[src/design/cdq_ram.sv]
// cdq_ram: generic single-write, single-read synchronous RAM.
// Read data is registered. No dependencies.
module cdq_ram #(
	parameter int WIDTH = 32,
	parameter int DEPTH = 128,
	localparam int AW = $clog2(DEPTH)
) (
	input  logic             clk,
	input  logic             we,
	input  logic [AW-1:0]    waddr,
	input  logic [WIDTH-1:0] wdata,
	input  logic             re,
	input  logic [AW-1:0]    raddr,
	output logic [WIDTH-1:0] rdata
);

	logic [WIDTH-1:0] mem [DEPTH];
	logic [WIDTH-1:0] rdata_q;

	always_ff @(posedge clk) begin
		if (we) begin
			mem[waddr] <= wdata;
		end
		if (re) begin
			rdata_q <= mem[raddr];
		end
	end

	assign rdata = rdata_q;

endmodule

[config.mk]
export PLATFORM = sky130hd
export DESIGN_NAME = cdq_ram
export DESIGN_NICKNAME = d
export VERILOG_FILES = /design/src/design/cdq_ram.sv
export SDC_FILE = /design/constraint.sdc
export NUM_CORES = 2
export LEC_CHECK = 0
export BUFFER_PORTS_ARGS = -buffer_cell sky130_fd_sc_hd__buf_2
export CAP_MARGIN = 20
export CORE_ASPECT_RATIO = 0.6
export CORE_UTILIZATION = 63
export DETAILED_ROUTE_END_ITERATION = 16
export PLACE_DENSITY = 0.79
export SKIP_CTS_REPAIR_TIMING = 1
export SLEW_MARGIN = 20
export SYNTH_ARGS = -nofsm -noshare
export SYNTH_HDL_FRONTEND = slang
export SYNTH_SLANG_ARGS = --single-unit
[constraint.sdc]
create_clock -name clk -period 4.7 [get_ports clk]
set_input_delay 0.47 -clock clk [delete_from_list [all_inputs] [get_ports clk]]
set_output_delay 0.47 -clock clk [all_outputs]
set_load 0.05 [all_outputs]
==> flow_summary.yaml <==
outcome:
  status: "finished, final reports clean"
yosys:
  synth_fp_nets: 6039
  syn_avg_cell_area_um2: 26.14
  synth_warnings: 0
  synthDistinctLibCells: 16
  postSynthCellCount: 5990
  yosysSeqAreaShare: 0.7916
  syn_area_um2: 156600
  ys_ff_latch: 4128
detailed_routing:
  avgViaCountPerCell: 7.957
  final_antenna_net_count: 0
  drt_iter0_markers: 18556
  vias: 79669
  wl_per_cell_um: 50.16
  postRouteWirelength_um: 502200
  drcViolationCount: 0
  firstDrtPassIters: 7
power:
  power_density_nw_per_um2: 425.4
  share_clk_of_total_power: 0.391
  p_leak_nw: 53.47
  peakVddDrop_mv: 0.5290
  power.switching_w: 0.01708
  power_frac_comb: 0.062
  p_int_w: 0.05740
  swShare: 0.2294
  seqPwrFrac: 0.547
timing:
  rsz0062_at_grt: "no"
  final-max-slew-violation-count: 0
  finalSetupViolCount: 0
  finClkSkew_ns: 0.04810
  worstMarginPinSlew_ns: 1.250
  fin_ws_ns: 1.484
  holdWs_ns: 0.02707
  finalCritPeriodShare: 0.6842
  slew_headroom: 0.1669
  max_freq_ghz: 0.3109
  period_needed_ns: 3.216
  hold_viol: 0
  fin_tns_setup_ns: 0
worst_setup_path:
  cp.arrival_ns: 3.89
  cpMaxStageDelayCell: "mux4_2"
  cp_slowest_stage_delay_ns: 0.76
  required_ns: 5.37
  crit_chain: "buf_12 -> buf_12 -> buf_12 -> buf_4 -> mux4_2 -> mux4_2 -> mux4_2 -> mux2_2"
  cp-end-kind: "flip-flop"
  cp_max_fo: 35
  startpoint_type: "primary input"
  path_class: "in2reg"
  r2r_setup_slack_ns: 1.79
cts:
  cts_num_sinks: 4128
  htree_levels: 5
  cts-root-buf: "clkbuf_16"
  cts_tree: "yes"
  clk_pin_slew_ns: 0.08
  clk_path_buf_depth: 4
  cts_inserted_buffers: 344
  clk_latency_ns: 0.92
place:
  numPortBuffers: 80
  dp.cells: 9352
  place_hpwl_um: 251400
  gp_congestion: 0.8775
  pre_cts_ws_ns: 0.6383
layout:
  mostFrequentLayoutCells: "edfxtp_1, mux4_2, clkbuf_16, buf_4, nor2_4"
  drive_above_1_share: 0.3540
  seq_area_um2: 124000
  instances_no_fill: 10013
  fin_util: 0.7099
  nNetsFinal: 6463
  fillCellCount: 12538
  area_delta_synth_final_pct: 11.81
  layout_commonest_cell: "edfxtp_1"
  multi_input_area_um2: 32290
global_routing:
  grt_start_max_net_pins: 98
  grt_use_met3: 0.1846
  antenna_found_initial: 93
  grt_usage: 0.4027
  grt_util_met2: 0.5885
  overflow: 0
  grt_use_met1: 0.5236
  grt_pass1_wl_um: 672600
  top_usage_layer: "met2"
  grt_pass1_vias: 77912
floorplan:
  num_rows: 141
  die_width_um: 645.6
  io_pins: 81
  core_area_um2: 246600
  chipHeight_um: 388.2
  initial_core_util: 0.6349
  die_area_um2: 250600
run:
  max_cap_viol_count: 0
min_path:
  hold_path_class: "in2reg"
==> metal layers <==
layer | share of wire | up-vias
li1 | - | 27250
met1 | 0.30 | 41073
met2 | 0.45 | 9396
met3 | 0.19 | 1856
met4 | 0.060 | 94
met5 | 0.0014 | -
==> worst max-delay path, delay by kind of cell <==
kind                   cells  cell delay [ns]
buffers and inverters      4             1.04
muxes                      4             2.18
==> path summary, 6_finish.rpt <==
check               start          to  cells after the start
max              raddr[0]   rdata[26]                      8
min             wdata[15]  mem[3][15]                      1
min reg2reg   mem[12][12]   rdata[12]                      4
max reg2reg  mem[108][26]   rdata[26]                      4
==> cells by family after synthesis <==
logic type,count (synthesis),synth area share
buf+inv,316,0.008373
flops,4128,0.7916
mux,1376,0.1956
simple gates,170,0.004450
==> cell usage after synthesis <==
cell type,number,share of area
buf_1,50,0.0012
buf_2,79,0.0025
buf_4,3,0.00014
buf_6,2,0.00014
clkbuf_1,182,0.0044
edfxtp_1,4128,0.79
mux2_2,32,0.0023
mux4_2,1344,0.19
nand2_1,14,0.00034
nand2b_1,2,0.000080
nand3_1,12,0.00038
nand4_1,3,0.00012
nor2_1,122,0.0029
nor2b_1,7,0.00028
nor3_1,9,0.00029
or3_1,1,0.000040
==> power by group through the flow <==
stage	clock (W)	combinational, W	sequential [W]
6_report	0.0291	0.00462	0.0408
4_1_cts	0.0289	0.00437	0.0408
3_5_place_dp	0	0.00418	0.0416
2_1_floorplan	0	0.00196	0.0416
3_3_place_gp	0	0.00407	0.0416
5_1_grt	0.0301	0.00457	0.0408
==> flip-flops by register name (all words and copies together) (netlist names) <==
register and count:
rdata 32, mem 4096
==> per-stage QoR <==
| stage | total power (W) | area [um^2] |
|---|---|---|
| after floorplan | 0.04359 | 156600 |
| after global placement | 0.04563 | 164200 |
| after detailed placement | 0.04576 | 164200 |
| after CTS | 0.07403 | 174900 |
| after global routing | 0.07547 | 175000 |
| final | 0.07449 | 175100 |
==> cell type report <==
class	instances	area share
repair buffers	394	0.02236
well taps	3289	0.02350
diodes	48	0.0006860
multi-input cells	1546	0.1844
clock inverters	180	0.008740
flip-flops and latches	4128	0.7080
clock buffers	428	0.05230
No activity file was read; power rests on OpenSTA's default activity.
