$ cat src/design/cdq_pkg.sv
// cdq_pkg: shared types and constants for the circular deque.
// Operation and status codes, fixed field widths, capacity reset value.
// No dependencies.
package cdq_pkg;

	localparam int FUNC_W   = 3;
	localparam int STATUS_W = 2;
	localparam int CAP_W    = 8;
	localparam int RESULT_W = 32;
	localparam int CAP_RESET = 128;

	typedef enum logic [FUNC_W-1:0] {
		FUNC_INS_FRONT = 3'd0,
		FUNC_INS_REAR  = 3'd1,
		FUNC_DEL_FRONT = 3'd2,
		FUNC_DEL_REAR  = 3'd3,
		FUNC_RD_FRONT  = 3'd4,
		FUNC_RD_REAR   = 3'd5
	} func_t;

	typedef enum logic [STATUS_W-1:0] {
		ST_OK        = 2'd0,
		ST_OVERFLOW  = 2'd1,
		ST_UNDERFLOW = 2'd2
	} status_t;

endpackage

$ cat src/design/cdq_ctrl.sv
// cdq_ctrl: head/tail pointers, empty flag, store access and result stage.
// Depends on cdq_pkg; drives one cdq_ram instance.
module cdq_ctrl #(
	parameter int DEPTH      = 128,
	parameter int DATA_WIDTH = 32,
	localparam int AW = $clog2(DEPTH),
	localparam int CW = $clog2(DEPTH + 1)
) (
	input  logic                      clk,
	input  logic                      arst_n,
	input  logic                      accept,
	input  logic [cdq_pkg::FUNC_W-1:0] func,
	input  logic [DATA_WIDTH-1:0]     value,
	input  logic [CW-1:0]             cap_used,
	input  logic                      clear,
	output logic                      ram_we,
	output logic [AW-1:0]             ram_waddr,
	output logic [DATA_WIDTH-1:0]     ram_wdata,
	output logic                      ram_re,
	output logic [AW-1:0]             ram_raddr,
	input  logic [DATA_WIDTH-1:0]     ram_rdata,
	output logic                      done,
	output logic [DATA_WIDTH-1:0]     rd,
	output cdq_pkg::status_t          status,
	output logic                      is_full,
	output logic                      is_empty
);
	import cdq_pkg::*;

	logic [AW-1:0] head_q, tail_q;
	logic          empty_q;
	logic [AW-1:0] head_d, tail_d;
	logic          empty_d;

	logic [CW-1:0] head_inc, tail_inc;
	logic [AW-1:0] head_next, head_prev, tail_next, tail_prev;
	logic          full_now;

	status_t st_d;
	logic    rd_mem_d, rd_neg_d;

	logic    done_s1;
	status_t status_s1;
	logic    rd_mem_s1, rd_neg_s1;

	// wrap within the capacity in use
	assign head_inc  = CW'(head_q) + CW'(1);
	assign tail_inc  = CW'(tail_q) + CW'(1);
	assign head_next = (head_inc >= cap_used) ? '0 : AW'(head_inc);
	assign tail_next = (tail_inc >= cap_used) ? '0 : AW'(tail_inc);
	assign head_prev = (head_q == '0) ? AW'(cap_used - CW'(1)) : head_q - AW'(1);
	assign tail_prev = (tail_q == '0) ? AW'(cap_used - CW'(1)) : tail_q - AW'(1);
	assign full_now  = !empty_q && (tail_next == head_q);

	always_comb begin
		head_d    = head_q;
		tail_d    = tail_q;
		empty_d   = empty_q;
		ram_we    = 1'b0;
		ram_waddr = head_q;
		ram_wdata = value;
		ram_re    = 1'b0;
		ram_raddr = head_q;
		st_d      = ST_OK;
		rd_mem_d  = 1'b0;
		rd_neg_d  = 1'b0;
		if (clear) begin
			head_d  = '0;
			tail_d  = '0;
			empty_d = 1'b1;
		end else if (accept) begin
			case (func_t'(func))
				FUNC_INS_FRONT, FUNC_INS_REAR: begin
					if (full_now) begin
						st_d = ST_OVERFLOW;
					end else if (empty_q) begin
						head_d    = '0;
						tail_d    = '0;
						empty_d   = 1'b0;
						ram_we    = 1'b1;
						ram_waddr = '0;
					end else if (func_t'(func) == FUNC_INS_FRONT) begin
						head_d    = head_prev;
						ram_we    = 1'b1;
						ram_waddr = head_prev;
					end else begin
						tail_d    = tail_next;
						ram_we    = 1'b1;
						ram_waddr = tail_next;
					end
				end
				FUNC_DEL_FRONT, FUNC_DEL_REAR: begin
					if (empty_q) begin
						st_d = ST_UNDERFLOW;
					end else if (head_q == tail_q) begin
						head_d  = '0;
						tail_d  = '0;
						empty_d = 1'b1;
					end else if (func_t'(func) == FUNC_DEL_FRONT) begin
						head_d = head_next;
					end else begin
						tail_d = tail_prev;
					end
				end
				FUNC_RD_FRONT, FUNC_RD_REAR: begin
					if (empty_q) begin
						st_d     = ST_UNDERFLOW;
						rd_neg_d = 1'b1;
					end else begin
						ram_re    = 1'b1;
						rd_mem_d  = 1'b1;
						ram_raddr = (func_t'(func) == FUNC_RD_FRONT) ? head_q : tail_q;
					end
				end
				default: begin
				end
			endcase
		end
	end

	always_ff @(posedge clk or negedge arst_n) begin
		if (!arst_n) begin
			head_q  <= '0;
			tail_q  <= '0;
			empty_q <= 1'b1;
			done_s1 <= 1'b0;
		end else begin
			head_q  <= head_d;
			tail_q  <= tail_d;
			empty_q <= empty_d;
			done_s1 <= accept && !clear;
		end
	end

	always_ff @(posedge clk) begin
		status_s1 <= st_d;
		rd_mem_s1 <= rd_mem_d;
		rd_neg_s1 <= rd_neg_d;
	end

	// flags come from the pointer state, which already holds this beat's update
	assign done     = done_s1;
	assign status   = status_s1;
	assign rd       = rd_mem_s1 ? ram_rdata : {DATA_WIDTH{rd_neg_s1}};
	assign is_full  = full_now;
	assign is_empty = empty_q;

endmodule

$ cat config.mk
export PLATFORM = sky130hd
export DESIGN_NAME = cdq_ctrl
export DESIGN_NICKNAME = d
export VERILOG_FILES = /design/src/design/cdq_pkg.sv /design/src/design/cdq_ctrl.sv
export SDC_FILE = /design/constraint.sdc
export NUM_CORES = 1
export LEC_CHECK = 0
export BUFFER_PORTS_ARGS = -buffer_cell sky130_fd_sc_hd__buf_2
export CORE_ASPECT_RATIO = 2
export CORE_MARGIN = 10
export CORE_UTILIZATION = 51
export DETAILED_ROUTE_END_ITERATION = 7
export GPL_TIMING_DRIVEN = 0
export PLACE_DENSITY = 0.88
export REMOVE_ABC_BUFFERS = 1
export SYNTH_ARGS = -nofsm -noshare
export SYNTH_HDL_FRONTEND = slang
export SYNTH_SLANG_ARGS = --single-unit
$ cat constraint.sdc
create_clock -name clk -period 9.55 [get_ports clk]
set_clock_uncertainty 0.2 [all_clocks]
set_input_delay 0.955 -clock clk [delete_from_list [all_inputs] [get_ports clk]]
set_output_delay 0.955 -clock clk [all_outputs]
set_load 0.02 [all_outputs]
==> results.json <==
{
  "cts_sinks": 20,
  "met3WireLength_mm": 1.436,
  "drc_errors": 0,
  "finalCritPeriodShare": 0.6410,
  "syn-cell-area_mm2": 0.003268,
  "io_pins": 164,
  "dp_cells": 574,
  "final_util": 0.5746,
  "drive_gt1_frac": 0.2581,
  "antenna_found_initial": 0,
  "cts_root_buf": "clkbuf_16",
  "ys_seq_area_frac": 0.1474,
  "criticalPathCategory": "register to primary output",
  "area_growth_pct": 10.03,
  "max_cap_violations": 0,
  "ctsHtreeMaxLevel": 1,
  "grtUsageTotal": 0.2394,
  "die_h_um": 133.2,
  "start_util": 0.5222,
  "via_per_inst": 6.151,
  "synth_commonest_cells": "nand2_1, buf_4, ha_1, nor2_1",
  "grt_max_degree": 34,
  "synth-async-reset-ratio": 0.8000,
  "fin_nets": 597,
  "min_path_type": "input pin to asynchronous set/reset pin",
  "ir_drop_mv": 0.06375,
  "p_leak_nw": 1.969,
  "port_buffers": 99,
  "ctsResizeCount": 0,
  "die_area_mm2": 0.01020,
  "timing.setup.tns_ns": 0,
  "instances_no_fill": 578,
  "yosys.area.top_type_share": 0.1149,
  "synth-edff-count": 0,
  "ys.flop_type": "dfrtp_1",
  "gr-total-overflow": 0,
  "place_area_mm2": 0.003507,
  "cp.arrival_ns": 4.97,
  "grt_pass1_wl_mm": 19.52,
  "route.met2.wl_mm": 5.795,
  "worstMarginPinSlew_ns": 1.000,
  "grt_pass1_vias": 3640,
  "core.rowCount": 41,
  "rsz0062_at_grt": "false",
  "core-area_mm2": 0.006259,
  "r2r_slack_ns": 4.62,
  "synth_top_area_cell": "dfrtp_1",
  "crit_required_ns": 8.40,
  "hold_violations": 0,
  "clockBufferDepth": 2,
  "p_per_area_mw_per_mm2": 89.33,
  "cp_max_fo": 12,
  "cts.hold.buffers_added": 0,
  "synthCells": 448,
  "tritoncts": "built",
  "fin_area_mm2": 0.003596,
  "yosysUniqueCellTypes": 70,
  "avgSynthCellArea_um2": 7.295,
  "place_hpwl_mm": 10.44,
  "wl_mm": 12.78,
  "insertion_delay_ns": 0.26,
  "wire_per_inst_um": 22.11,
  "fmax_mhz": 163.4,
  "yosys_warnings": 0,
  "place_congestion": 0.9772,
  "antenna_cells": 0,
  "outcome": "completed",
  "final_antenna_net_count": 0,
  "postCtsSetupRepairBufs": 0,
  "die_w_um": 76.61,
  "synth.most_common_cell": "nand2_1",
  "synth.area.top_cells": "dfrtp_1, nand2_1, ha_1",
  "via_count": 3555,
  "setup_viol": 0,
  "wl_met1_mm": 4.472,
  "synth-seq-cells": 20,
  "clk_pin_slew_worst_paths_ns": 0.06,
  "cp-start-kind": "register",
  "crit_path_end_kind": "primary output",
  "top_layer_used": "met4",
  "cts_buffers": 3,
  "finalMaxSlewViolations": 0,
  "min_period_ns": 6.121,
  "drtPass1Iterations": 5,
  "slew_headroom": 0.3330,
  "drt_iter0_drc": 200
}
==> path summary, 6_finish.rpt <==
path | from | to | depth (start not counted)
max reg2reg | tail_q[0] | head_q[4] | 11
min | arst_n | done | 1
max | tail_q[0] | ram_waddr[0] | 12
min in group clk | is_empty | rd_neg_s1 | 1
max in group asynchronous | arst_n | is_empty | 1
min reg2reg | is_empty | rd_neg_s1 | 1
==> power breakdown <==
part / internal (mW) / switching, mW
Sequential: 0.0873 / 0.0105
Clock: 0.0640 / 0.0337
Combinational: 0.0479 / 0.0777
==> cell usage in the layout, fill, tap and decap left out, types with 3 or more instances in the layout <==
cell / count
a31oi_1: 5
xnor2_1: 19
nor2_1: 22
nor2b_1: 5
a211oi_1: 7
or3_1: 3
mux2_1: 6
dfrtp_1: 15
mux2i_1: 8
clkbuf_16: 3
mux2_2: 3
ha_1: 25
a32o_1: 3
nand3_1: 16
nor3_1: 7
o211ai_1: 3
dfxtp_1: 4
and3_1: 9
buf_2: 99
o32ai_1: 4
o22ai_1: 5
o21ai_0: 14
xor2_1: 9
a21oi_1: 19
inv_1: 20
a21o_1: 6
o21ai_1: 3
nand2b_1: 7
nand2_1: 93
==> through the flow <==
step	setup slack (ns)	power [mW]	hold slack, ns
floorplan	4.726	0.1758	0.4441
finish	3.429	0.3212	0.4155
global route	3.293	0.3344	0.4390
detailed placement	3.850	0.2229	0.4997
global placement	3.799	0.2202	0.4820
CTS	3.546	0.3187	0.4275
==> layer usage <==
| metal | global-route usage | up-vias |
|---|---|---|
| met5 | 0.01047 | - |
| met4 | 0.1871 | 0 |
| met3 | 0.09434 | 79 |
| met2 | 0.3878 | 270 |
| met1 | 0.2382 | 1598 |
| li1 | - | 1608 |
==> layout make-up <==
| class | count | area [um2] |
|---|---|---|
| Tap cell | 86 | 107.6 |
| Inverter | 22 | 82.58 |
| Timing Repair Buffer | 99 | 495.5 |
| Fill cell | 640 | 2663 |
| Multi-Input combinational cell | 347 | 2340 |
| Sequential cell | 20 | 481.7 |
| Clock buffer | 4 | 88.84 |
==> cell families (layout without fill, tap and decap cells) <==
logic type | count (synthesis) | in the layout | synth area share
simple gates | 186 | 186 | 0.2864
fa+ha+maj | 25 | 25 | 0.09571
compound gates | 88 | 88 | 0.1849
flops | 20 | 20 | 0.1474
mux | 17 | 17 | 0.05551
xor+xnor | 31 | 31 | 0.09342
buf+inv | 81 | 125 | 0.1367
==> critical path: stages (launching register included) <==
cell and delay (ns):
dfrtp_1 0.63, ha_1 0.37, xor2_1 0.50, ha_1 0.35, a211oi_1 0.21, o21ai_1 0.13, a21o_1 0.21, a21oi_1 0.78
a31oi_1 0.29, and4bb_1 0.44, nand3b_4 0.25, mux2_1 0.36, buf_2 0.17
==> sequential cells by signal, summed over array words and instances (netlist names) <==
| signal | cells |
|---|---|
| tail_q | 7 |
| done | 1 |
| rd_mem_s1 | 1 |
| rd_neg_s1 | 1 |
| status | 2 |
| head_q | 7 |
| is_empty | 1 |
Power figures use the tool's default switching activity.
